===== src/hdl/sqvg_pkg.sv =====
// ----------------------------------------------------------------------------
// sqvg_pkg
// Types, widths and constants shared by the sprite quad vertex generator.
// ----------------------------------------------------------------------------
package sqvg_pkg;

  localparam int CORDIC_STAGES_DEF = 16;
  localparam int ATAN_LEN          = 24;

  localparam int XY_W   = 34;  // CORDIC x/y, Q2.30 with headroom
  localparam int Z_W    = 26;  // angle, Q10.16 degrees, within +-180
  localparam int TRIG_W = 20;  // sin/cos, Q4.16
  localparam int PROD_W = 52;  // scale * trig
  localparam int ACC_W  = 55;  // corner accumulator, Q.33
  localparam int RND_SH = 17;

  typedef logic signed [XY_W-1:0]   xy_t;
  typedef logic signed [Z_W-1:0]    z_t;
  typedef logic signed [TRIG_W-1:0] trig_t;
  typedef logic signed [PROD_W-1:0] prod_t;
  typedef logic signed [ACC_W-1:0]  acc_t;

  localparam xy_t GAIN_Q30 = xy_t'(652032875);
  localparam z_t  DEG90    = z_t'(90 * 65536);
  localparam z_t  DEG180   = z_t'(180 * 65536);
  localparam z_t  DEG360   = z_t'(360 * 65536);

  typedef enum logic [1:0] {
    CORNER_TL,
    CORNER_TR,
    CORNER_BR,
    CORNER_BL
  } corner_t;

  typedef struct packed {
    logic signed [31:0] pos_x;
    logic signed [31:0] pos_y;
    logic signed [31:0] pos_z;
    logic signed [31:0] scale_x;
    logic signed [31:0] scale_y;
    logic signed [31:0] angle_deg;
    logic [31:0]        color_rgba;
    logic [63:0]        tex_key;
    logic [31:0]        corner_uv0;
    logic [31:0]        corner_uv1;
    logic [31:0]        corner_uv2;
    logic [31:0]        corner_uv3;
  } sprite_t;

  typedef struct packed {
    logic signed [31:0] vertex_x;
    logic signed [31:0] vertex_y;
    logic signed [31:0] vertex_z;
    logic [31:0]        vertex_color;
    logic [31:0]        vertex_uv;
    logic [63:0]        vertex_tex_key;
    corner_t            corner_index;
    logic               last_corner;
  } vertex_t;

  // rotation state handed from cell to cell
  typedef struct packed {
    xy_t  x;
    xy_t  y;
    z_t   z;
    logic neg_cos;
  } rot_t;

  // atan(2^-i) in degrees, Q10.16
  function automatic z_t atan_deg(input int unsigned i);
    z_t r;
    case (i)
      0:       r = z_t'(2949120);
      1:       r = z_t'(1740967);
      2:       r = z_t'(919879);
      3:       r = z_t'(466945);
      4:       r = z_t'(234379);
      5:       r = z_t'(117304);
      6:       r = z_t'(58666);
      7:       r = z_t'(29335);
      8:       r = z_t'(14668);
      9:       r = z_t'(7334);
      10:      r = z_t'(3667);
      11:      r = z_t'(1833);
      12:      r = z_t'(917);
      13:      r = z_t'(458);
      14:      r = z_t'(229);
      15:      r = z_t'(115);
      16:      r = z_t'(57);
      17:      r = z_t'(29);
      18:      r = z_t'(14);
      19:      r = z_t'(7);
      20:      r = z_t'(4);
      21:      r = z_t'(2);
      22:      r = z_t'(1);
      default: r = z_t'(0);
    endcase
    return r;
  endfunction

endpackage


===== src/hdl/sqvg_cordic_cell.sv =====
// ----------------------------------------------------------------------------
// sqvg_cordic_cell
// One rotation-mode CORDIC iteration with its own shift and atan constant.
// ----------------------------------------------------------------------------
module sqvg_cordic_cell #(
  parameter int IDX = 0
) (
  input  logic              clk,
  input  logic              rst,
  input  logic              en,
  input  logic              v_in,
  input  sqvg_pkg::rot_t    rot_in,
  input  sqvg_pkg::sprite_t pay_in,
  output logic              v_out,
  output sqvg_pkg::rot_t    rot_out,
  output sqvg_pkg::sprite_t pay_out
);

  localparam sqvg_pkg::z_t ATAN = sqvg_pkg::atan_deg(IDX);

  sqvg_pkg::xy_t  dx, dy;
  sqvg_pkg::rot_t rot_next;

  always_comb begin
    dx       = rot_in.y >>> IDX;
    dy       = rot_in.x >>> IDX;
    rot_next = rot_in;
    if (rot_in.z >= 0) begin
      rot_next.x = rot_in.x - dx;
      rot_next.y = rot_in.y + dy;
      rot_next.z = rot_in.z - ATAN;
    end else begin
      rot_next.x = rot_in.x + dx;
      rot_next.y = rot_in.y - dy;
      rot_next.z = rot_in.z + ATAN;
    end
  end

  always_ff @(posedge clk) begin
    if (rst) begin
      v_out <= 1'b0;
    end else if (en) begin
      v_out <= v_in;
    end
    if (en) begin
      rot_out <= rot_next;
      pay_out <= pay_in;
    end
  end

endmodule


===== config.mk =====
export PLATFORM = sky130hd
export DESIGN_NAME = sqvg_cordic_cell
export DESIGN_NICKNAME = d
export VERILOG_FILES = /design/src/hdl/sqvg_pkg.sv /design/src/hdl/sqvg_cordic_cell.sv
export SDC_FILE = /design/constraint.sdc
export NUM_CORES = 1
export LEC_CHECK = 0
export BUFFER_PORTS_ARGS = -buffer_cell sky130_fd_sc_hd__buf_2
export CORE_AREA = 2 2 402 404
export DETAILED_ROUTE_END_ITERATION = 10
export DIE_AREA = 0 0 404 406
export PLACE_DENSITY = 0.38
export SLEW_MARGIN = 20
export SYNTH_ARGS = -nofsm -noshare
export SYNTH_HDL_FRONTEND = slang
export SYNTH_SLANG_ARGS = --single-unit

===== constraint.sdc =====
create_clock -name clk -period 4.32 [get_ports clk]
set_clock_uncertainty 0.1 [all_clocks]
set_input_delay 0 -clock clk [delete_from_list [all_inputs] [get_ports clk]]
set_output_delay 0 -clock clk [all_outputs]
set_load 0.02 [all_outputs]

==> results.md <==
- Status: complete, no violations
- Leakage power: 0.01674 uW
- Die height: 406 microns
- Via density: 3.763
- PnR worst setup slack: 264.0 ps
- GPL Wtd Cong: 0.8437
- Post-Route WL: 141.7 mm
- Yosys cell types: 75
- RSZ-0062 raised after global routing: no
- Initial antenna violation count: 92
- Vias in the first global route: 21116
- Primary FF master, synth: edfxtp_1
- Post-synth top area cell: edfxtp_1
- Worst skew pair latency: 650 ps
- Footprint of the multi-input gates: 5638 sq um
- Total CTS buffers: 68
- Starting DRT DRC Count: 1471
- Mapped Cells: 1464
- Vias: 20940
- Min-Delay Path Class: in2reg
- Power share of the clock group: 0.386
- Top post-synthesis cells by area: edfxtp_1 71%, ha_1 6.3%, a21oi_1 3.2%
- Clock Path Buffers: 3
- Gr usage total: 0.1664
- Design Power: 15740 uW
- Worst-Margin Slew: 915.9 ps
- Worst-path clk slew: 70 ps
- Crit-path max FO: 13
- Syn. warnings: 0
- Register area: 15330 sq um
- CP required: 4640 ps
- Post-route clock period utilization: 0.9389
- Slowest CP cell: dlygate4sd3_1
- Final min period: 4056 ps
- Setup Viol. Count Final: 0
- Synthesized cell area: 21600 sq um
- Slowest cell delay on critical path: 600 ps
- Peak Freq: 0.2466 GHz
- Max Cap Viol: 0
- Startpoint types: input port
- Pint: 10950 uW
- Sw Share: 0.3041
- Kind of critical path: in2reg
- H-tree levels: 3
- Rows: 147
- Top-level I/O count: 1027
- Critical path, cell by cell: dlygate4sd3_1 -> buf_2 -> ha_1 -> dlygate4sd3_1 -> buf_4 -> inv_1 -> o21ai_0 -> a21oi_1 -> o21ai_0 -> a21oi_1 -> a211oi_2 -> a221oi_1 -> o31ai_1 -> dlygate4sd3_1 -> xor2_1 -> dlygate4sd3_1
- Post_cts resized: 0
- CTS Sinks: 511
- TritonCTS clock tree: yes
- Power density cells: 389.9 nW/um^2
- Max IR drop VDD: 0.2868 mV
- Register area share after synthesis: 0.7099
- Drt pass-1 iters: 5
- Die Area: 164000 sq um
- Hold Fails Final Rpt: 0
- Share of the synthesized area in the top cell type: 0.7090
- FF+latch count, synth: 511
- CP arrival: 4380 ps
- Worst path most repeated cell: dlygate4sd3_1
- Post-route ant nets: 0
- Share of cells above drive strength 1: 0.3431
- Placement Setup Slack: 934.8 ps
- DRC viols: 0
- Reg2reg setup slack: 3050 ps
- Synth Net Count: 2091
- Critical Path Sink Type: register
- Fraction of registers with async set/reset: 0
- Number of synthesized flops with an enable pin: 510
- Initial Utilization: 0.1353
- Core Area: 159600 sq um
- Syn Area/Cell: 14.75 sq um
- Sequential power share: 0.393
- GRT overflow: 0
- Clk root buf: clkbuf_16
- Sw Pwr: 4785 uW
- Fillers: 16954
- First-pass GRT wire length: 185.7 mm
- Chip width: 404 microns
- Final net count: 4026
- Pin count of the biggest net entering global routing: 95
- Logic pwr share: 0.222
- Setup tns final: 0 ps
- HPWL Detailed: 113.6 mm
- Worst rel slew slack: 0.3736
- Area growth syn-to-layout: 86.83%
- Port-buffer cells: 1026
- DR WL/cell: 25.47 microns
- Max Slew Vio Count: 0
cell families after synthesis:
| kind of cell | count (synthesis) | share of synthesized area |
|---|---|---|
| flops | 511 | 0.7099 |
| mux | 16 | 0.007414 |
| xor+xnor | 73 | 0.02960 |
| compound gates | 345 | 0.1028 |
| fa+ha+maj | 112 | 0.06627 |
| simple gates | 250 | 0.05445 |
| buf+inv | 157 | 0.02960 |
power by group through the flow:
| stage | sequential (uW) | combinational, uW | clock [uW] |
|---|---|---|---|
| finish | 6180 | 3490 | 6070 |
| CTS | 6180 | 3540 | 6330 |
| global route | 6220 | 3710 | 6480 |
| floorplan | 6830 | 722 | 0 |
| global placement | 6270 | 2840 | 0 |
| detailed placement | 6270 | 2810 | 0 |
worst max-delay path, delay by kind of cell:
| kind | cells | cell delay, ps |
|---|---|---|
| buf+inv | 7 | 2740 |
| compound gates | 7 | 1240 |
| fa+ha+maj | 1 | 260 |
| xor+xnor | 1 | 140 |
cells in the final DEF, fill, tap and decap left out, types with 6 or more instances in the layout:
master         netlist  final
buf_4                4     21
xnor2_1             64     64
nand2_1             57     57
nor3_1              18     18
o211ai_1             7      7
nand3_1             13     13
nor4_1              10     10
and3_1               6      6
a31oi_1              8      8
nand2b_1             8      8
nor2_1              92     92
o21bai_1            28     28
o21ai_0             51     51
a211oi_1             9      9
diode_2              0     28
mux2i_1             16     16
o31ai_1             11     11
clkinv_2             0     14
bufinv_16            0     11
nor2b_1             12     12
clkinv_1             1     13
dlygate4sd3_1        0    859
clkbuf_16            0     68
o21ai_1             13     12
buf_2               16   1025
a21o_1              19     19
a21oi_1            137    137
nand4_1             14     14
edfxtp_1           510    510
ha_1               108    108
inv_1              108    107
xor2_1               9      9
Yosys cell counts (7+ instances only):
master and instances:
mux2i_1 16, ha_1 108, edfxtp_1 510, a21o_1 19, xor2_1 9, nand2b_1 8, xnor2_1 64, nand3_1 13
a211oi_1 9, nor4_1 10, nor3_1 18, inv_1 108, buf_1 8, nand2_1 57, nor2_1 92, a31oi_1 8
o21ai_1 13, o31ai_1 11, o211ai_1 7, o21bai_1 28, clkbuf_1 14, nand4_1 14, nor2b_1 12, buf_2 16
o21ai_0 51, a21oi_1 137
state kept, by name, summed over array words and instances, names as in the netlist:
signal   count
pay_out    416
v_out        1
rot_out     94
stage by stage:
step                utilization  instance area [sq um]  instances  hold WS, ps
floorplan                     -                  21600       1464       -27.62
global placement         0.1840                  29370       4556        76.32
detailed placement       0.1840                  29370       4556        78.09
CTS                      0.2523                  40290       5537        1.034
global route             0.2525                  40310       5546        26.96
finish                   0.2528                  40360       5565        47.51
final timing paths:
kind	startpoint	end	depth (start not counted)
hold reg to reg	v_out	v_out	3
hold / removal	pay_in[264]	pay_out[264]	2
setup reg to reg	v_out	v_out	3
setup / recovery	rot_in[82]	rot_out[58]	16
layout make-up:
type,instances,area share
diodes,28,0.001736
clock buffers,73,0.04263
clock inverters,49,0.01482
inverters,113,0.01051
multi-input cells,796,0.1397
flip-flops and latches,511,0.3800
well taps,2086,0.06467
repair buffers,1909,0.3459
what timing repair did:
item / CTS / global route
buffers inserted: 0 / 0
hold buffers: 859 / 0
endpoints found under the hold margin: 557 / 0
metal layers:
metal  up-vias  share of wire  GRT usage  routed length, microns
li1       9383              -          -                       -
met2       957           0.49     0.2869                   69400
met3       241          0.085    0.05847                   12110
met1     10319           0.39     0.1902                   54600
met4        40          0.038    0.05761                    5358
met5         -         0.0018          0                     249
No activity file was read; power rests on OpenSTA's default activity.
