`src/hdl/sqvg_pkg.sv`:
```
// ----------------------------------------------------------------------------
// sqvg_pkg
// Types, widths and constants shared by the sprite quad vertex generator.
// ----------------------------------------------------------------------------
package sqvg_pkg;

  localparam int CORDIC_STAGES_DEF = 16;
  localparam int ATAN_LEN          = 24;

  localparam int XY_W   = 34;  // CORDIC x/y, Q2.30 with headroom
  localparam int Z_W    = 26;  // angle, Q10.16 degrees, within +-180
  localparam int TRIG_W = 20;  // sin/cos, Q4.16
  localparam int PROD_W = 52;  // scale * trig
  localparam int ACC_W  = 55;  // corner accumulator, Q.33
  localparam int RND_SH = 17;

  typedef logic signed [XY_W-1:0]   xy_t;
  typedef logic signed [Z_W-1:0]    z_t;
  typedef logic signed [TRIG_W-1:0] trig_t;
  typedef logic signed [PROD_W-1:0] prod_t;
  typedef logic signed [ACC_W-1:0]  acc_t;

  localparam xy_t GAIN_Q30 = xy_t'(652032875);
  localparam z_t  DEG90    = z_t'(90 * 65536);
  localparam z_t  DEG180   = z_t'(180 * 65536);
  localparam z_t  DEG360   = z_t'(360 * 65536);

  typedef enum logic [1:0] {
    CORNER_TL,
    CORNER_TR,
    CORNER_BR,
    CORNER_BL
  } corner_t;

  typedef struct packed {
    logic signed [31:0] pos_x;
    logic signed [31:0] pos_y;
    logic signed [31:0] pos_z;
    logic signed [31:0] scale_x;
    logic signed [31:0] scale_y;
    logic signed [31:0] angle_deg;
    logic [31:0]        color_rgba;
    logic [63:0]        tex_key;
    logic [31:0]        corner_uv0;
    logic [31:0]        corner_uv1;
    logic [31:0]        corner_uv2;
    logic [31:0]        corner_uv3;
  } sprite_t;

  typedef struct packed {
    logic signed [31:0] vertex_x;
    logic signed [31:0] vertex_y;
    logic signed [31:0] vertex_z;
    logic [31:0]        vertex_color;
    logic [31:0]        vertex_uv;
    logic [63:0]        vertex_tex_key;
    corner_t            corner_index;
    logic               last_corner;
  } vertex_t;

  // rotation state handed from cell to cell
  typedef struct packed {
    xy_t  x;
    xy_t  y;
    z_t   z;
    logic neg_cos;
  } rot_t;

  // atan(2^-i) in degrees, Q10.16
  function automatic z_t atan_deg(input int unsigned i);
    z_t r;
    case (i)
      0:       r = z_t'(2949120);
      1:       r = z_t'(1740967);
      2:       r = z_t'(919879);
      3:       r = z_t'(466945);
      4:       r = z_t'(234379);
      5:       r = z_t'(117304);
      6:       r = z_t'(58666);
      7:       r = z_t'(29335);
      8:       r = z_t'(14668);
      9:       r = z_t'(7334);
      10:      r = z_t'(3667);
      11:      r = z_t'(1833);
      12:      r = z_t'(917);
      13:      r = z_t'(458);
      14:      r = z_t'(229);
      15:      r = z_t'(115);
      16:      r = z_t'(57);
      17:      r = z_t'(29);
      18:      r = z_t'(14);
      19:      r = z_t'(7);
      20:      r = z_t'(4);
      21:      r = z_t'(2);
      22:      r = z_t'(1);
      default: r = z_t'(0);
    endcase
    return r;
  endfunction

endpackage

```
`src/hdl/sqvg_stream_if.sv`:
```
// ----------------------------------------------------------------------------
// sqvg_stream_if
// Valid/ready stream carrying one payload item per transfer.
// ----------------------------------------------------------------------------
interface sqvg_stream_if #(
  parameter type T = logic
);
  logic valid;
  logic ready;
  T     data;

  modport source (output valid, output data, input ready);
  modport sink   (input valid, input data, output ready);
endinterface

```
`src/hdl/sqvg_corner_unit.sv`:
```
// ----------------------------------------------------------------------------
// sqvg_corner_unit
// Rounds sine and cosine, forms the scale products and emits the four
// corners of the quad, one per transfer. Drives the pipeline advance.
// ----------------------------------------------------------------------------
module sqvg_corner_unit (
  input  logic                 clk,
  input  logic                 rst,
  input  logic                 v_in,
  input  sqvg_pkg::rot_t       rot_in,
  input  sqvg_pkg::sprite_t    pay_in,
  output logic                 en,
  sqvg_stream_if.source        vertex
);

  localparam int            SH_W = sqvg_pkg::ACC_W - sqvg_pkg::RND_SH;
  localparam sqvg_pkg::xy_t TRIG_RND  = sqvg_pkg::xy_t'(8192);
  localparam sqvg_pkg::acc_t POS_RND  = sqvg_pkg::acc_t'(65536);

  // trig stage
  logic              vt;
  sqvg_pkg::trig_t   cos_t, sin_t;
  sqvg_pkg::sprite_t pay_t;

  // product stage
  logic              vp;
  sqvg_pkg::prod_t   p_xc, p_ys, p_xs, p_yc;
  sqvg_pkg::acc_t    bias_x, bias_y;
  sqvg_pkg::sprite_t pay_p;

  sqvg_pkg::corner_t k;
  logic              ov;
  sqvg_pkg::vertex_t out_q;

  sqvg_pkg::xy_t   xr, yr;
  sqvg_pkg::trig_t cos_next;
  logic            load, release_p;
  sqvg_pkg::acc_t  acc_x, acc_y;
  sqvg_pkg::vertex_t out_next;

  function automatic sqvg_pkg::acc_t signed_term(input sqvg_pkg::prod_t p,
                                                 input logic neg);
    sqvg_pkg::acc_t e;
    e = sqvg_pkg::acc_t'(p);
    return neg ? -e : e;
  endfunction

  function automatic logic signed [31:0] round_sat(input sqvg_pkg::acc_t a);
    logic signed [SH_W-1:0] s;
    s = a[sqvg_pkg::ACC_W-1:sqvg_pkg::RND_SH];
    if (s[SH_W-1:31] == '0 || s[SH_W-1:31] == '1) begin
      return s[31:0];
    end
    return s[SH_W-1] ? 32'sh8000_0000 : 32'sh7FFF_FFFF;
  endfunction

  assign load      = vp && (!ov || vertex.ready);
  assign release_p = load && (k == sqvg_pkg::CORNER_BL);
  assign en        = !vp || release_p;

  always_comb begin
    xr       = rot_in.x + TRIG_RND;
    yr       = rot_in.y + TRIG_RND;
    cos_next = xr[sqvg_pkg::XY_W-1:14];
    if (rot_in.neg_cos) begin
      cos_next = -cos_next;
    end
  end

  always_comb begin
    acc_x = signed_term(p_xc, k == sqvg_pkg::CORNER_TL || k == sqvg_pkg::CORNER_BL)
          + signed_term(p_ys, k == sqvg_pkg::CORNER_TL || k == sqvg_pkg::CORNER_TR)
          + bias_x;
    acc_y = signed_term(p_xs, k == sqvg_pkg::CORNER_TL || k == sqvg_pkg::CORNER_BL)
          + signed_term(p_yc, k == sqvg_pkg::CORNER_BR || k == sqvg_pkg::CORNER_BL)
          + bias_y;
    out_next.vertex_x       = round_sat(acc_x);
    out_next.vertex_y       = round_sat(acc_y);
    out_next.vertex_z       = pay_p.pos_z;
    out_next.vertex_color   = pay_p.color_rgba;
    out_next.vertex_tex_key = pay_p.tex_key;
    out_next.corner_index   = k;
    out_next.last_corner    = (k == sqvg_pkg::CORNER_BL);
    case (k)
      sqvg_pkg::CORNER_TL: out_next.vertex_uv = pay_p.corner_uv0;
      sqvg_pkg::CORNER_TR: out_next.vertex_uv = pay_p.corner_uv1;
      sqvg_pkg::CORNER_BR: out_next.vertex_uv = pay_p.corner_uv2;
      default:             out_next.vertex_uv = pay_p.corner_uv3;
    endcase
  end

  always_ff @(posedge clk) begin
    if (rst) begin
      vt <= 1'b0;
      vp <= 1'b0;
      k  <= sqvg_pkg::CORNER_TL;
      ov <= 1'b0;
    end else begin
      if (en) begin
        vt <= v_in;
        vp <= vt;
      end
      if (load) begin
        k  <= sqvg_pkg::corner_t'(k + 2'd1);
        ov <= 1'b1;
      end else if (vertex.ready) begin
        ov <= 1'b0;
      end
    end
    if (en) begin
      cos_t  <= cos_next;
      sin_t  <= yr[sqvg_pkg::XY_W-1:14];
      pay_t  <= pay_in;
      p_xc   <= pay_t.scale_x * cos_t;
      p_ys   <= pay_t.scale_y * sin_t;
      p_xs   <= pay_t.scale_x * sin_t;
      p_yc   <= pay_t.scale_y * cos_t;
      bias_x <= (sqvg_pkg::acc_t'(pay_t.pos_x) <<< sqvg_pkg::RND_SH) + POS_RND;
      bias_y <= (sqvg_pkg::acc_t'(pay_t.pos_y) <<< sqvg_pkg::RND_SH) + POS_RND;
      pay_p  <= pay_t;
    end
    if (load) begin
      out_q <= out_next;
    end
  end

  assign vertex.valid = ov;
  assign vertex.data  = out_q;

endmodule

```
`src/flat_wrapper.sv`:
```
// flat-port wrapper written by rule: the top's interface ports become plain ports
module sqvg_corner_unit_flat 
  (clk, rst, v_in, rot_in, pay_in, en, vertex_valid, vertex_data, vertex_ready);
  sqvg_stream_if vertex_i ();
  input  logic clk;
  input  logic rst;
  input  logic v_in;
  input  sqvg_pkg::rot_t rot_in;
  input  sqvg_pkg::sprite_t pay_in;
  output logic en;
  output wire logic [$bits(vertex_i.valid)-1:0] vertex_valid;
  output wire logic [$bits(vertex_i.data)-1:0] vertex_data;
  input wire logic [$bits(vertex_i.ready)-1:0] vertex_ready;
  assign vertex_valid = vertex_i.valid;
  assign vertex_data = vertex_i.data;
  assign vertex_i.ready = vertex_ready;
  sqvg_corner_unit u_core (.clk(clk), .rst(rst), .v_in(v_in), .rot_in(rot_in), .pay_in(pay_in), .en(en), .vertex(vertex_i));
endmodule
```
`config.mk`:
```
export PLATFORM = sky130hd
export DESIGN_NAME = sqvg_corner_unit_flat
export DESIGN_NICKNAME = d
export VERILOG_FILES = /design/src/hdl/sqvg_pkg.sv /design/src/hdl/sqvg_stream_if.sv /design/src/hdl/sqvg_corner_unit.sv /design/src/flat_wrapper.sv
export SDC_FILE = /design/constraint.sdc
export NUM_CORES = 1
export LEC_CHECK = 0
export ABC_AREA = 1
export BUFFER_PORTS_ARGS = -buffer_cell sky130_fd_sc_hd__buf_2
export CORE_AREA = 5 5 196 198
export DETAILED_ROUTE_END_ITERATION = 8
export DIE_AREA = 0 0 201 203
export PLACE_DENSITY = 0.3
export SYNTH_ARGS = -nofsm -noshare
export SYNTH_HDL_FRONTEND = slang
export SYNTH_SLANG_ARGS = --single-unit
export TNS_END_PERCENT = 20
```
`constraint.sdc`:
```
create_clock -name clk -period 1.1 [get_ports clk]
set_clock_uncertainty 0.1 [all_clocks]
set_input_delay 0.165 -clock clk [delete_from_list [all_inputs] [get_ports clk]]
set_output_delay 0.165 -clock clk [all_outputs]
set_load 0.01 [all_outputs]
```
==> flow_summary.json <==
{
  "numCtsBuffers": 3,
  "synth.mux.area_fraction": 0,
  "timing.hold.ws_ns": 0.02994,
  "leakage_nw": 0.2024,
  "violations": "setup timing",
  "grt_max_degree": 5,
  "chipHeight_um": 203,
  "crit_buf_inv": 1,
  "clockBufferDepth": 2,
  "grt_pass1_vias": 246,
  "rsz0062_at_grt": "true",
  "dr.pass1.iters": 3,
  "wl_per_cell_um": 1.776,
  "track_usage": 0.004932,
  "powerDensity_nw_per_um2": 966.9,
  "cts_max_level": 1,
  "period_needed_ns": 1.208,
  "yosysWarningCount": 0,
  "cp-start-kind": "flop",
  "core_area_um2": 36350,
  "critPathKind": "flop to primary output",
  "diodes": 0,
  "grt_pass1_wl_um": 1428,
  "synthAdderAreaFrac": 0.05263,
  "ir_drop_mv": 0.8835,
  "multiInputGateArea_um2": 117.6,
  "drc": 0,
  "insertion_delay_ns": 0.23,
  "clock-root-buffer": "clkbuf_16",
  "slew_violations": 0,
  "setup_viol": 4,
  "syn_nets": 544,
  "synth_top_family_by_area": "simple AND/OR/NAND/NOR gates",
  "cp_max_fo": 2,
  "holdBufCountCts": 0,
  "cts.sinks": 6,
  "rows": 70,
  "netlist-cell-type-count": 12,
  "die_area_um2": 40800,
  "die_w_um": 201,
  "power.total_uw": 966.6,
  "antenna_found_initial": 0,
  "syn_avg_cell_area_um2": 8.490,
  "place_ws_ns": -0.02684,
  "synthesis.instances": 28,
  "worst-slew-pin-transition_ns": 0.1716,
  "nFillCells": 4308,
  "drive_above_1_share": 0.5714,
  "maxCapViolations": 0,
  "worstPathArrival_ns": 0.94,
  "overflow": 0,
  "clk_pin_slew_ns": 0.04,
  "post-route-worst-setup-slack_ns": -0.1079,
  "period_share": 1.098,
  "initial_core_util": 0.006540,
  "routed_wl_um": 906,
  "crit_family": "flip-flops",
  "synth_compound_area_frac": 0.08421,
  "max_freq_mhz": 827.9,
  "io_pins": 518,
  "hold_path.class": "input pin to flop",
  "ys_ff_latch": 6,
  "dp_hpwl_um": 804.3,
  "ant_nets": 0,
  "num_vias": 212,
  "yosys.area_share.xor_xnor": 0,
  "cp-end-kind": "primary output",
  "cts_tree": "done",
  "crit_slowest_cell": "dfxtp_2",
  "drt_iter0_drc": 3,
  "reg2reg_setup_slack_ns": -0.06,
  "cpPeakStageDelay_ns": 0.32,
  "io_buffers": 6,
  "fin_nets": 559,
  "outcome": "complete, but fails checks",
  "hold_violations": 0,
  "crit_chain": "ha_4 -> nand2_4 -> nand2_2 -> buf_6",
  "maxSlewHeadroom": 0.8854,
  "worstPathRequired_ns": 0.83,
  "synthSimpleGateAreaFrac": 0.2526,
  "vias_per_cell": 0.4157,
  "register_area_um2": 136.4,
  "area_growth_pct": 320.5,
  "synth-seq-area-share": 0.5474,
  "synthesis.area_um2": 237.7,
  "gp_congestion": 0.5417
}
## metrics by stage
step           cells   TNS, ns  area, µm²  utilization
2_1_floorplan     28         0      237.7            -
3_3_place_gp     505  -0.05686      875.8      0.02410
3_5_place_dp     505  -0.04425      875.8      0.02410
4_1_cts          510   -0.3091      999.7      0.02750
6_report         510   -0.1869      999.7      0.02750
5_1_grt          510   -0.3814      999.7      0.02750
## flip-flops by register name, indices dropped and copies added, names as in the netlist
signal and flops:
u_core.vt 1, u_core.vp 1, u_core.vertex.valid 1, u_core.vertex.data 1, u_core.k 2
## layer usage
layer | track usage | up-vias | part of all wire
met5 | 0 | - | 0
met4 | 0.002212 | 0 | 0.0055
met3 | 0.002556 | 2 | 0.055
met2 | 0.006902 | 6 | 0.45
met1 | 0.006263 | 87 | 0.49
li1 | - | 117 | -
## path summary, 6_finish.rpt
| check | startpoint | end | cells past startpoint |
|---|---|---|---|
| worst max-delay path | u_core.k[1] | en | 4 |
| worst min-delay path | rst | u_core.vertex.valid | 2 |
| worst max register to register | u_core.k[1] | u_core.vt | 6 |
| worst min register to register | u_core.vt | u_core.vp | 2 |
## report_power, final
group | switching [mW] | total (mW) | internal, mW | leakage (nW)
logic | 0.0463 | 0.0915 | 0.0452 | 0.112
clock network | 0.128 | 0.609 | 0.481 | 0.0382
registers | 0.0196 | 0.266 | 0.246 | 0.0522
total | 0.194 | 0.967 | 0.773 | 0.202
## placed cells by master (no fill, tap or decap), drive strengths merged
master  netlist  routed
clkbuf        0       4
ha            1       1
a21oi         3       3
nand3         1       1
edfxtp        1       1
o21ai         1       1
buf           0      10
nand2         7       7
inv           4       4
nor2          5       5
dfxtp         5       5
## cell usage after synthesis, drive strengths merged
cell type | count | area share
nor2 | 5 | 0.089
ha | 1 | 0.053
nand2 | 7 | 0.14
o21ai | 1 | 0.021
nand3 | 1 | 0.021
edfxtp | 1 | 0.13
a21oi | 3 | 0.063
dfxtp | 5 | 0.42
inv | 4 | 0.063
## timing repair
item,in CTS,in global routing
pin swaps,3,0
buffers inserted,1,0
gates resized for setup,10,0
endpoints found under the setup margin,4,4
cloned,0,0
## cell type report
type / instances / area share
well taps: 468 / 0.5857
flip-flops and latches: 6 / 0.1364
multi-input cells: 18 / 0.1176
clock buffers: 4 / 0.07885
repair buffers: 10 / 0.06633
inverters: 4 / 0.01502
## cells by family (layout without fill, tap and decap cells)
group	Yosys count	count (layout)
buf+inv	4	18
fa+ha+maj	1	1
simple gates	13	13
compound gates	4	4
flops	6	6
Power figures use the tool's default switching activity.
