File: config.mk
export PLATFORM = sky130hd
export DESIGN_NAME = sqvg_angle_reduce
export DESIGN_NICKNAME = d
export VERILOG_FILES = /design/src/hdl/sqvg_pkg.sv /design/src/hdl/sqvg_angle_reduce.sv
export SDC_FILE = /design/constraint.sdc
export NUM_CORES = 1
export LEC_CHECK = 0
export BUFFER_PORTS_ARGS = -buffer_cell sky130_fd_sc_hd__buf_2
export CORE_MARGIN = 2
export CORE_UTILIZATION = 35
export CTS_CLUSTER_SIZE = 28
export DETAILED_ROUTE_END_ITERATION = 8
export GPL_ROUTABILITY_DRIVEN = 0
export PLACE_DENSITY = 0.58
export SKIP_CTS_REPAIR_TIMING = 1
export SYNTH_ARGS = -nofsm -noshare
export SYNTH_HDL_FRONTEND = slang
export SYNTH_SLANG_ARGS = --single-unit
File: constraint.sdc
create_clock -name clk -period 12.23 [get_ports clk]
set_input_delay 1.223 -clock clk [delete_from_list [all_inputs] [get_ports clk]]
set_output_delay 1.223 -clock clk [all_outputs]
set_load 0.05 [all_outputs]
File: src/hdl/sqvg_pkg.sv
// ----------------------------------------------------------------------------
// sqvg_pkg
// Types, widths and constants shared by the sprite quad vertex generator.
// ----------------------------------------------------------------------------
package sqvg_pkg;

  localparam int CORDIC_STAGES_DEF = 16;
  localparam int ATAN_LEN          = 24;

  localparam int XY_W   = 34;  // CORDIC x/y, Q2.30 with headroom
  localparam int Z_W    = 26;  // angle, Q10.16 degrees, within +-180
  localparam int TRIG_W = 20;  // sin/cos, Q4.16
  localparam int PROD_W = 52;  // scale * trig
  localparam int ACC_W  = 55;  // corner accumulator, Q.33
  localparam int RND_SH = 17;

  typedef logic signed [XY_W-1:0]   xy_t;
  typedef logic signed [Z_W-1:0]    z_t;
  typedef logic signed [TRIG_W-1:0] trig_t;
  typedef logic signed [PROD_W-1:0] prod_t;
  typedef logic signed [ACC_W-1:0]  acc_t;

  localparam xy_t GAIN_Q30 = xy_t'(652032875);
  localparam z_t  DEG90    = z_t'(90 * 65536);
  localparam z_t  DEG180   = z_t'(180 * 65536);
  localparam z_t  DEG360   = z_t'(360 * 65536);

  typedef enum logic [1:0] {
    CORNER_TL,
    CORNER_TR,
    CORNER_BR,
    CORNER_BL
  } corner_t;

  typedef struct packed {
    logic signed [31:0] pos_x;
    logic signed [31:0] pos_y;
    logic signed [31:0] pos_z;
    logic signed [31:0] scale_x;
    logic signed [31:0] scale_y;
    logic signed [31:0] angle_deg;
    logic [31:0]        color_rgba;
    logic [63:0]        tex_key;
    logic [31:0]        corner_uv0;
    logic [31:0]        corner_uv1;
    logic [31:0]        corner_uv2;
    logic [31:0]        corner_uv3;
  } sprite_t;

  typedef struct packed {
    logic signed [31:0] vertex_x;
    logic signed [31:0] vertex_y;
    logic signed [31:0] vertex_z;
    logic [31:0]        vertex_color;
    logic [31:0]        vertex_uv;
    logic [63:0]        vertex_tex_key;
    corner_t            corner_index;
    logic               last_corner;
  } vertex_t;

  // rotation state handed from cell to cell
  typedef struct packed {
    xy_t  x;
    xy_t  y;
    z_t   z;
    logic neg_cos;
  } rot_t;

  // atan(2^-i) in degrees, Q10.16
  function automatic z_t atan_deg(input int unsigned i);
    z_t r;
    case (i)
      0:       r = z_t'(2949120);
      1:       r = z_t'(1740967);
      2:       r = z_t'(919879);
      3:       r = z_t'(466945);
      4:       r = z_t'(234379);
      5:       r = z_t'(117304);
      6:       r = z_t'(58666);
      7:       r = z_t'(29335);
      8:       r = z_t'(14668);
      9:       r = z_t'(7334);
      10:      r = z_t'(3667);
      11:      r = z_t'(1833);
      12:      r = z_t'(917);
      13:      r = z_t'(458);
      14:      r = z_t'(229);
      15:      r = z_t'(115);
      16:      r = z_t'(57);
      17:      r = z_t'(29);
      18:      r = z_t'(14);
      19:      r = z_t'(7);
      20:      r = z_t'(4);
      21:      r = z_t'(2);
      22:      r = z_t'(1);
      default: r = z_t'(0);
    endcase
    return r;
  endfunction

endpackage

File: src/hdl/sqvg_angle_reduce.sv
// ----------------------------------------------------------------------------
// sqvg_angle_reduce
// Reduces the angle to [-180, 180) degrees, folds it into [-90, 90] and
// loads the initial rotation state. Four register stages.
// ----------------------------------------------------------------------------
module sqvg_angle_reduce (
  input  logic              clk,
  input  logic              rst,
  input  logic              en,
  input  logic              v_in,
  input  sqvg_pkg::sprite_t pay_in,
  output logic              v_out,
  output sqvg_pkg::rot_t    rot_out,
  output sqvg_pkg::sprite_t pay_out
);

  // 360 degrees = 45 * 2^19 in Q16.16
  localparam logic [13:0] TURN_COARSE = 14'd45;
  localparam logic [10:0] RECIP_45    = 11'd1456;  // floor(2^16 / 45)
  localparam logic [5:0]  TOP_COARSE  = 6'd44;

  logic [12:0] a_in;
  logic [23:0] a_prod;

  logic              v1, v2, v3;
  logic [12:0]       a1;
  logic [7:0]        t1;
  logic [18:0]       lo1, lo2;
  logic [5:0]        m2;
  sqvg_pkg::z_t      r3;
  sqvg_pkg::sprite_t pay1, pay2, pay3;

  logic [13:0]  rem;
  logic [6:0]   rem2;
  logic [5:0]   m_next;
  sqvg_pkg::z_t rr;
  sqvg_pkg::z_t r_next;
  sqvg_pkg::rot_t rot_next;

  // coarse turn count offset by 4096, which is 1 mod 45
  assign a_in   = {~pay_in.angle_deg[31], pay_in.angle_deg[30:19]};
  assign a_prod = 24'(a_in) * 24'(RECIP_45);

  always_comb begin
    rem    = 14'(a1) - 14'(t1) * TURN_COARSE;
    rem2   = (rem >= TURN_COARSE) ? 7'(rem - TURN_COARSE) : 7'(rem);
    m_next = (rem2 == 7'd0) ? TOP_COARSE : 6'(rem2 - 7'd1);
  end

  always_comb begin
    rr     = sqvg_pkg::z_t'({1'b0, m2, lo2});
    r_next = (rr >= sqvg_pkg::DEG180) ? rr - sqvg_pkg::DEG360 : rr;
  end

  always_comb begin
    rot_next.x       = sqvg_pkg::GAIN_Q30;
    rot_next.y       = '0;
    rot_next.z       = r3;
    rot_next.neg_cos = 1'b0;
    if (r3 > sqvg_pkg::DEG90) begin
      rot_next.z       = sqvg_pkg::DEG180 - r3;
      rot_next.neg_cos = 1'b1;
    end else if (r3 < -sqvg_pkg::DEG90) begin
      rot_next.z       = -sqvg_pkg::DEG180 - r3;
      rot_next.neg_cos = 1'b1;
    end
  end

  always_ff @(posedge clk) begin
    if (rst) begin
      v1    <= 1'b0;
      v2    <= 1'b0;
      v3    <= 1'b0;
      v_out <= 1'b0;
    end else if (en) begin
      v1    <= v_in;
      v2    <= v1;
      v3    <= v2;
      v_out <= v3;
    end
    if (en) begin
      a1      <= a_in;
      t1      <= a_prod[23:16];
      lo1     <= pay_in.angle_deg[18:0];
      pay1    <= pay_in;
      m2      <= m_next;
      lo2     <= lo1;
      pay2    <= pay1;
      r3      <= r_next;
      pay3    <= pay2;
      rot_out <= rot_next;
      pay_out <= pay3;
    end
  end

endmodule

==> qor.yml, run 1 <==
status: "finished clean"
ant_nets: 0
dr_wl_met3_um: 6211
dpl-instance-area_um2: 63600
clkSinkCount: 1716
endpoint_kind: "register"
io_pins: 932
cp_common_cell: "ha_1"
wl_met2_um: 59550
p_seq_frac: 0.406
timing.critical_path.buf_inv: 3
die_area_um2: 165200
synthArstFlopShare: 0
drt_pass1_iterations: 5
final_area_um2: 69160
yosys.cell_count.top_type: "edfxtp_1"
row_count: 147
seqCellArea_um2: 51490
clock.fmax_ghz: 0.1704
crit_chain: "ha_1 -> xor2_1 -> ha_1 -> inv_1 -> fa_1 -> fa_1 -> inv_1 -> ha_1 -> o21ai_0 -> and3b_1 -> a2111oi_0 -> nand4_1 -> a211oi_2 -> nand3_2 -> xnor2_1 -> ha_1 -> inv_1 -> o21ai_0 -> mux2i_1 -> a32oi_1"
setup_ws_ns: 6.363
regToRegSetupSlack_ns: 6.36
path_max_fanout: 12
r2r_cells: 20
min_to: "pay3[113]"
synth-seq-cells: 1716
start_util: 0.3527
vias_per_cell: 4.232
synth_fa_ha_area_frac: 0.03451
htreeDepth: 4
power.leakage_nw: 25.53
grt_max_degree: 204
drt-met1-wl_um: 39940
drtIter0Drc: 2123
hold_viol: 0
drcViolationCount: 0
port-buffer-count: 863
arrival_ns: 6.47
holdPathStages: 0
p_int_mw: 11.97
utilization: 0.4302
combPwrFrac: 0.311
cts_buffers: 170
avgSynthCellArea_um2: 23.85
holdWs_ns: 0.3828
syn_area_um2: 56700
finalSetupViolCount: 0
grt_pass1_wl_um: 152600
place_inst: 5403
max_stage_delay_ns: 0.53
root_buffer: "clkbuf_16"
die_h_um: 406.5
synth_edf_count: 1712
netSwitchingFraction: 0.3304
synth_top_family_by_area: "adder cells"
critPathLaunchType: "register"
slew_headroom: 0.1848
ys_types: 68
cts_tree: "done"
die_width_um: 406.5
synth_top_area_frac: 0.9067
syn_inst: 2377
multi_input_area_um2: 4467
maxCapViolCount: 0
worstHoldStart: "pay2[113]"
p_clk_frac: 0.283
track_usage: 0.1264
power_mw: 17.88
path_class: "register to register"
period_share: 0.4797
vias: 24235
p_sw_mw: 5.906
highest_layer: "met5"
clock_latency_ns: 0.78
worst_path_dominant_cell_family: "adder cells"
required_ns: 12.83
synth-compound-area-share: 0.01668
crit_slowest_cell: "ha_1"
ir_worst_vdd_uv: 503.6
drv_slew: 0
nNetsFinal: 3965
grt_pass1_vias: 23689
area_growth_pct: 21.97
wl_per_cell_um: 19.07
hpwl_um: 76220
clk_path_buf_depth: 3
cts.clk_slew.worst_paths_ns: 0.06
synth_commonest_cells: "edfxtp_1 (1712), inv_1 (115), ha_1 (86)"
timing.rr.end: "m2[5]"
yosysTopAreaCell: "edfxtp_1"
yosysSeqAreaShare: 0.9082
grt_setup_unrepaired: "no"
synthMuxAreaShare: 0.001986
nFillCells: 14017
synth_xor_area_frac: 0.008805
fin_cells: 5726
tns_ns: 0
ys.warnings.count: 0
drive_gt1_frac: 0.3207
hp-class: "register to register"
grt.overflow.total: 0
p_per_area_nw_per_um2: 258.5
tightest_slew_ns: 1.223
min_period_ns: 5.867
dp_slack_ns: 6.202
antenna_found_initial: 44
clock_skew_ns: 0.03781
synthSimpleGateAreaFrac: 0.01229
r2r-start: "t1[1]"
drt-total-wl_um: 109200
synth_ff_type: "edfxtp_1"
core_um2: 160800
synthTopCellsByArea: "edfxtp_1 (91%), ha_1 (1.9%), fa_1 (1.6%)"
==> placed cells by master, fill, tap and decap left out, drive strengths merged, types with 13 or more instances in the layout <==
master	n
xor2	20
conb	68
nand2	30
inv	123
diode	17
clkbuf	206
a21oi	25
nor3	17
ha	86
fa	44
buf	878
o21ai	39
nor2	40
edfxtp	1712
bufinv	13
xnor2	34
clkinv	74
==> cells by family (layout without fill, tap and decap cells) <==
| family | Yosys count | after routing |
|---|---|---|
| buf+inv | 194 | 1300 |
| fa+ha+maj | 130 | 130 |
| flops | 1716 | 1716 |
| simple gates | 139 | 139 |
| xor+xnor | 54 | 54 |
| other cells | 2 | 85 |
| compound gates | 132 | 132 |
| mux | 10 | 10 |
==> final cells by class <==
class / instances / area share
antenna: 17 / 0.0006152
clock buffer: 206 / 0.06439
clock inverter: 100 / 0.01527
inverter: 116 / 0.006296
multi-input combinational: 533 / 0.06459
sequential: 1716 / 0.7445
tap: 2160 / 0.03908
timing repair buffer: 878 / 0.06521
==> metal layers <==
metal / up-vias / GRT usage
met5: - / 0
met4: 10 / 0.04782
met3: 247 / 0.03458
met2: 657 / 0.2302
met1: 12073 / 0.1395
li1: 11248 / -
==> power by group through the flow <==
| stage | clock network (mW) | logic (mW) | registers, mW |
|---|---|---|---|
| after detailed placement | 0 | 5.49 | 7.39 |
| final | 5.06 | 5.56 | 7.26 |
| after global placement | 0 | 5.34 | 7.37 |
| after CTS | 5.23 | 5.52 | 7.27 |
| after global routing | 5.45 | 6.17 | 7.31 |
| after floorplan | 0 | 3.86 | 7.74 |
==> sequential cells by signal, indices dropped and copies added, names as in the netlist, 8 cells and up <==
| register | count |
|---|---|
| rot_out | 27 |
| lo1 | 18 |
| pay1 | 386 |
| pay3 | 397 |
| pay_out | 415 |
| r3 | 26 |
| t1 | 8 |
| pay2 | 398 |
| lo2 | 18 |
| a1 | 13 |
==> worst max-delay path by stage <==
stage / start / end / depth (start not counted)
after floorplan: pay_in[245] / t1[7] / 15
after global placement: pay_in[245] / t1[7] / 16
after detailed placement: pay_in[245] / t1[7] / 16
after CTS: t1[1] / m2[5] / 20
after global routing: t1[1] / m2[5] / 20
final: t1[1] / m2[5] / 20
No activity file was read; power rests on OpenSTA's default activity.
==> run 2, diff against run 1 <==
--- a/config.mk
+++ b/config.mk
@@ -5,6 +5,7 @@
 export SDC_FILE = /design/constraint.sdc
 export NUM_CORES = 1
 export LEC_CHECK = 0
+export ABC_AREA = 1
 export BUFFER_PORTS_ARGS = -buffer_cell sky130_fd_sc_hd__buf_2
 export CORE_MARGIN = 2
 export CORE_UTILIZATION = 35
==> constraint.sdc (replaced) <==
create_clock -name clk -period 6 [get_ports clk]
set_input_delay 0.6 -clock clk [delete_from_list [all_inputs] [get_ports clk]]
set_output_delay 0.6 -clock clk [all_outputs]
set_load 0.05 [all_outputs]
==> run 2 against run 1 <==
Net effect:
- highest routed layer unchanged
- cell area grew 6.1%
- global-route usage up 0.23 points
- clock power is 100% higher
- worst setup slack got worse by 5.4 ns
- fmax grew 17%
==> qor.yml, run 2 <==
cts_buffers: 171
max_stage_delay_ns: 0.51
vias_per_cell: 4.182
clock_skew_ns: 0.04653
dp_slack_ns: 1.044
clock.fmax_ghz: 0.1998
drive_gt1_frac: 0.2794
synthArstFlopShare: 0
synth_ff_type: "edfxtp_1"
yosysSeqAreaShare: 0.9037
arrival_ns: 5.55
grt_max_degree: 200
timing.critical_path.buf_inv: 4
grt_pass1_vias: 24502
worst_path_dominant_cell_family: "adder cells"
final_common_cell: "edfxtp_1"
hpwl_um: 76020
tightest_slew_ns: 1.067
ir_worst_vdd_uv: 996.4
power.leakage_nw: 27.82
hold_viol: 0
crit_slowest_cell: "fa_1"
tns_ns: 0
syn_area_um2: 56970
cp_common_cell: "nand2_1"
cts_tree: "done"
port-buffer-count: 863
min_period_ns: 5.005
clk_path_buf_depth: 3
path_max_fanout: 9
largest_reg_flops: 415
hp-class: "primary input to register"
htreeDepth: 4
grt.overflow.total: 0
utilization: 0.4525
drt_pass1_iterations: 5
path_class: "register to register"
die_width_um: 407.5
grt_setup_unrepaired: "no"
status: "finished clean"
row_count: 148
final_cell_mix: "edfxtp_1 (1712), buf_2 (862), dlygate4sd3_1 (391)"
maxCapViolCount: 0
core_um2: 162200
ys_types: 44
root_buffer: "clkbuf_16"
required_ns: 6.55
holdWs_ns: 0.06374
critPathLaunchType: "register"
finalSetupViolCount: 0
ant_nets: 0
track_usage: 0.1287
synth_edf_count: 1712
p_per_area_nw_per_um2: 481.8
regMostFlops: "pay_out"
io_pins: 932
clkSinkCount: 1716
ys.warnings.count: 0
yosysTopAreaCell: "edfxtp_1"
multi_input_area_um2: 4508
synth_top_area_frac: 0.9023
slew_headroom: 0.2887
grt_pass1_wl_um: 157100
endpoint_kind: "register"
synth_commonest_cells: "edfxtp_1 (1712), inv_1 (180), nand2_1 (164)"
yosys.cell_count.top_type: "edfxtp_1"
avgSynthCellArea_um2: 22.37
drtIter0Drc: 1912
setup_ws_ns: 0.9946
clock_latency_ns: 0.80
vias: 26400
drv_slew: 0
nFillCells: 13834
die_h_um: 407.5
die_area_um2: 166000
layout_top_registers: "pay_out x415, pay2 x398, pay3 x397"
syn_inst: 2547
drt-total-wl_um: 111700
antenna_found_initial: 28
period_share: 0.8342
synthTopCellsByArea: "edfxtp_1 (90%), ha_1 (1.9%), fa_1 (1.5%)"
synth-seq-cells: 1716
start_util: 0.3512
area_growth_pct: 28.82
wl_per_cell_um: 17.69
seqCellArea_um2: 51490
nNetsFinal: 4540
cts.clk_slew.worst_paths_ns: 0.07
drcViolationCount: 0
crit_chain: "ha_1 -> xor2_1 -> ha_1 -> inv_1 -> fa_1 -> fa_1 -> inv_1 -> ha_1 -> nand2_1 -> inv_1 -> a21oi_1 -> nand2_1 -> nand2_1 -> nand3_1 -> nand2_1 -> nand2_2 -> nor2_8 -> nand2_4 -> xor2_2 -> inv_1 -> ha_1 -> nand2_1 -> nand3b_4 -> nand3_1"
==> run 2: changes by cell type after synthesis, moves of 13 or more <==
cell / previous run / this run
nand3_1: 7 / 47
xnor2_1: 33 / 6
xor2_1: 19 / 39
o21ai_0: 36 / 23
nand2_1: 29 / 164
inv_1: 115 / 180
==> run 2: report_power, final <==
group / switching, mW / total (mW) / internal (mW) / leakage [nW]
Sequential: 0.323 / 14.7 / 14.4 / 16.8
Clock: 4.42 / 10.2 / 5.76 / 2.62
Combinational: 6.86 / 10.4 / 3.58 / 8.41
==> run 2: cell type report <==
| class | instances | share of cell area |
|---|---|---|
| Antenna cell | 8 | 0.0002728 |
| Inverter | 184 | 0.009410 |
| Timing Repair Buffer | 1277 | 0.1164 |
| Sequential cell | 1716 | 0.7015 |
| Clock buffer | 210 | 0.06057 |
| Multi-Input combinational cell | 640 | 0.06142 |
| Clock inverter | 103 | 0.01330 |
| Tap cell | 2175 | 0.03708 |
==> run 2: final timing paths <==
check,start,to,slack (ns),cells after the start
hold / removal,pay_in[245],a1[2],0.06,1
setup / recovery,t1[1],m2[3],0.99,24
setup reg to reg,t1[1],m2[3],0.99,24
hold reg to reg,pay3[76],pay_out[76],0.38,0
==> run 2: cell families after synthesis <==
| family | count (synthesis) | share of synthesized area |
|---|---|---|
| simple gates | 320 | 0.02552 |
| other cells | 2 | 0.0001318 |
| fa+ha+maj | 130 | 0.03435 |
| buf+inv | 257 | 0.02150 |
| flops | 1716 | 0.9037 |
| xor+xnor | 46 | 0.007203 |
| compound gates | 76 | 0.007576 |
==> run 2: per-stage QoR <==
stage	instance area (µm²)	total power, mW	instances
after floorplan	57220	22.79	2613
after global placement	64040	24.92	5601
after detailed placement	64040	25.18	5601
after CTS	69460	35.50	5914
after global routing	73400	37.60	6313
final	73400	35.37	6313
==> run 2: layer usage <==
| metal | GRT usage | wire, µm | part of all wire |
|---|---|---|---|
| met4 | 0.04330 | 3070 | 0.027 |
| met1 | 0.1386 | 41640 | 0.37 |
| met2 | 0.2407 | 61410 | 0.55 |
| met5 | 0 | 27 | 0.00024 |
| met3 | 0.03533 | 5543 | 0.050 |
==> run 3, diff against run 2 <==
--- a/config.mk
+++ b/config.mk
@@ -12,7 +12,7 @@
 export CTS_CLUSTER_SIZE = 28
 export DETAILED_ROUTE_END_ITERATION = 8
 export GPL_ROUTABILITY_DRIVEN = 0
-export PLACE_DENSITY = 0.58
+export PLACE_DENSITY = 0.6
 export SKIP_CTS_REPAIR_TIMING = 1
 export SYNTH_ARGS = -nofsm -noshare
 export SYNTH_HDL_FRONTEND = slang
==> constraint.sdc (replaced) <==
create_clock -name clk -period 4.1 [get_ports clk]
set_input_delay 0.41 -clock clk [delete_from_list [all_inputs] [get_ports clk]]
set_output_delay 0.41 -clock clk [all_outputs]
set_load 0.05 [all_outputs]
==> run 3 against run 2 <==
Net effect:
- the flow now finishes with violations (negative setup slack)
- wire length is 0.31% higher
- clock skew is 0.0096 ns lower
- combinational power is 100% higher
- register-to-register slack worse by 1.4 ns
- sequential power is 47% higher
- largest power group unchanged
==> qor.yml, run 3 (same netlist as run 2, synthesis figures left out) <==
grt.overflow.total: 0
largest_reg_flops: 415
drt-total-wl_um: 112000
path_class: "register to register"
clkSinkCount: 1716
vias_per_cell: 4.183
p_per_area_nw_per_um2: 775.1
port-buffer-count: 863
final_area_um2: 74700
wl_per_cell_um: 17.51
period_share: 1.107
holdWs_ns: 0.1155
max_stage_delay_ns: 0.51
drv_slew: 0
fin_cells: 6399
arrival_ns: 5.07
clock.fmax_ghz: 0.2202
root_buffer: "clkbuf_16"
grt_setup_unrepaired: "yes"
drcViolationCount: 0
core_um2: 162200
dpl-instance-area_um2: 64650
endpoint_kind: "register"
final_common_cell: "edfxtp_1"
hold_viol: 0
die_h_um: 407.5
clock_latency_ns: 0.79
clk_path_buf_depth: 3
maxCapViolCount: 0
power_mw: 57.90
status: "complete, but fails checks"
layout_top_registers: "pay_out x415, pay2 x398, pay3 x397"
hpwl_um: 76150
met3_usage: 0.03506
clock_skew_ns: 0.03693
area_growth_pct: 31.11
regMostFlops: "pay_out"
start_util: 0.3512
die_width_um: 407.5
finalSetupViolCount: 6
top_usage_layer: "met2"
cts_tree: "done"
cts_buffers: 168
slew_headroom: 0.3268
cts.clk_slew.worst_paths_ns: 0.06
grtUsageMet2: 0.2356
worst_path_dominant_cell_family: "adder cells"
min_period_ns: 4.541
power.leakage_nw: 28.41
drt_pass1_iterations: 5
drtIter0Drc: 1885
grt_pass1_vias: 24565
hp-class: "primary input to register"
final_cell_mix: "edfxtp_1 (1712), buf_2 (862), dlygate4sd3_1 (418)"
place_inst: 5662
htreeDepth: 4
vias: 26768
crit_slowest_cell: "fa_1"
required_ns: 4.63
die_area_um2: 166000
critPathLaunchType: "register"
grt_max_degree: 120
tightest_slew_ns: 1.010
nNetsFinal: 4631
path_max_fanout: 6
ant_nets: 0
antenna_found_initial: 10
io_pins: 932
row_count: 148
drive_gt1_frac: 0.3036
track_usage: 0.1271
utilization: 0.4605
met1_usage: 0.1363
violations: "negative setup slack"
ir_worst_vdd_uv: 2083
setup_ws_ns: -0.4407
timing.critical_path.buf_inv: 6
grt_pass1_wl_um: 155400
==> run 3: cell types whose count changed in the layout (fill, tap and decap cells not counted), moves of 10 or more <==
cell | before | now
buf_4 | 13 | 74
clkbuf_1 | 37 | 19
dlygate4sd3_1 | 391 | 418
ha_1 | 86 | 76
nand2_1 | 164 | 147
nand2_2 | 9 | 22
==> run 3: final timing paths <==
path,from,slack (ns),end,cells after the start
max,t1[3],-0.44,m2[0],25
min reg2reg,pay3[84],0.38,pay_out[84],0
min,en,0.12,pay_out[182],1
max reg2reg,t1[3],-0.44,m2[0],25
==> run 3: cell type report <==
| class | count | area (µm²) |
|---|---|---|
| fillers | 13650 | 87520 |
| multi-input cells | 640 | 4796 |
| diodes | 8 | 20.02 |
| repair buffers | 1371 | 9385 |
| well taps | 2175 | 2721 |
| flip-flops and latches | 1716 | 51490 |
| inverters | 184 | 690.7 |
| clock inverters | 114 | 1231 |
| clock buffers | 191 | 4364 |
==> run 3: where the power goes <==
group | internal, mW | total, mW | switching [mW]
Combinational | 8.49 | 21.0 | 12.5
Clock | 8.85 | 15.3 | 6.44
Sequential | 21.1 | 21.6 | 0.471
Total | 38.4 | 57.9 | 19.5
==> run 3: per-layer routing <==
layer	up-vias	wire (µm)
li1	12619	-
met1	13316	42210
met2	639	61750
met3	194	4874
met4	0	3196
met5	-	0
==> run 3: metrics by stage <==
step	TNS, ns	setup slack [ns]
after floorplan	-1.642	-0.2908
after global placement	-2.057	-0.3580
after detailed placement	-2.852	-0.4946
after CTS	-2.949	-0.5108
after global routing	-3.633	-0.6197
final	-2.478	-0.4407
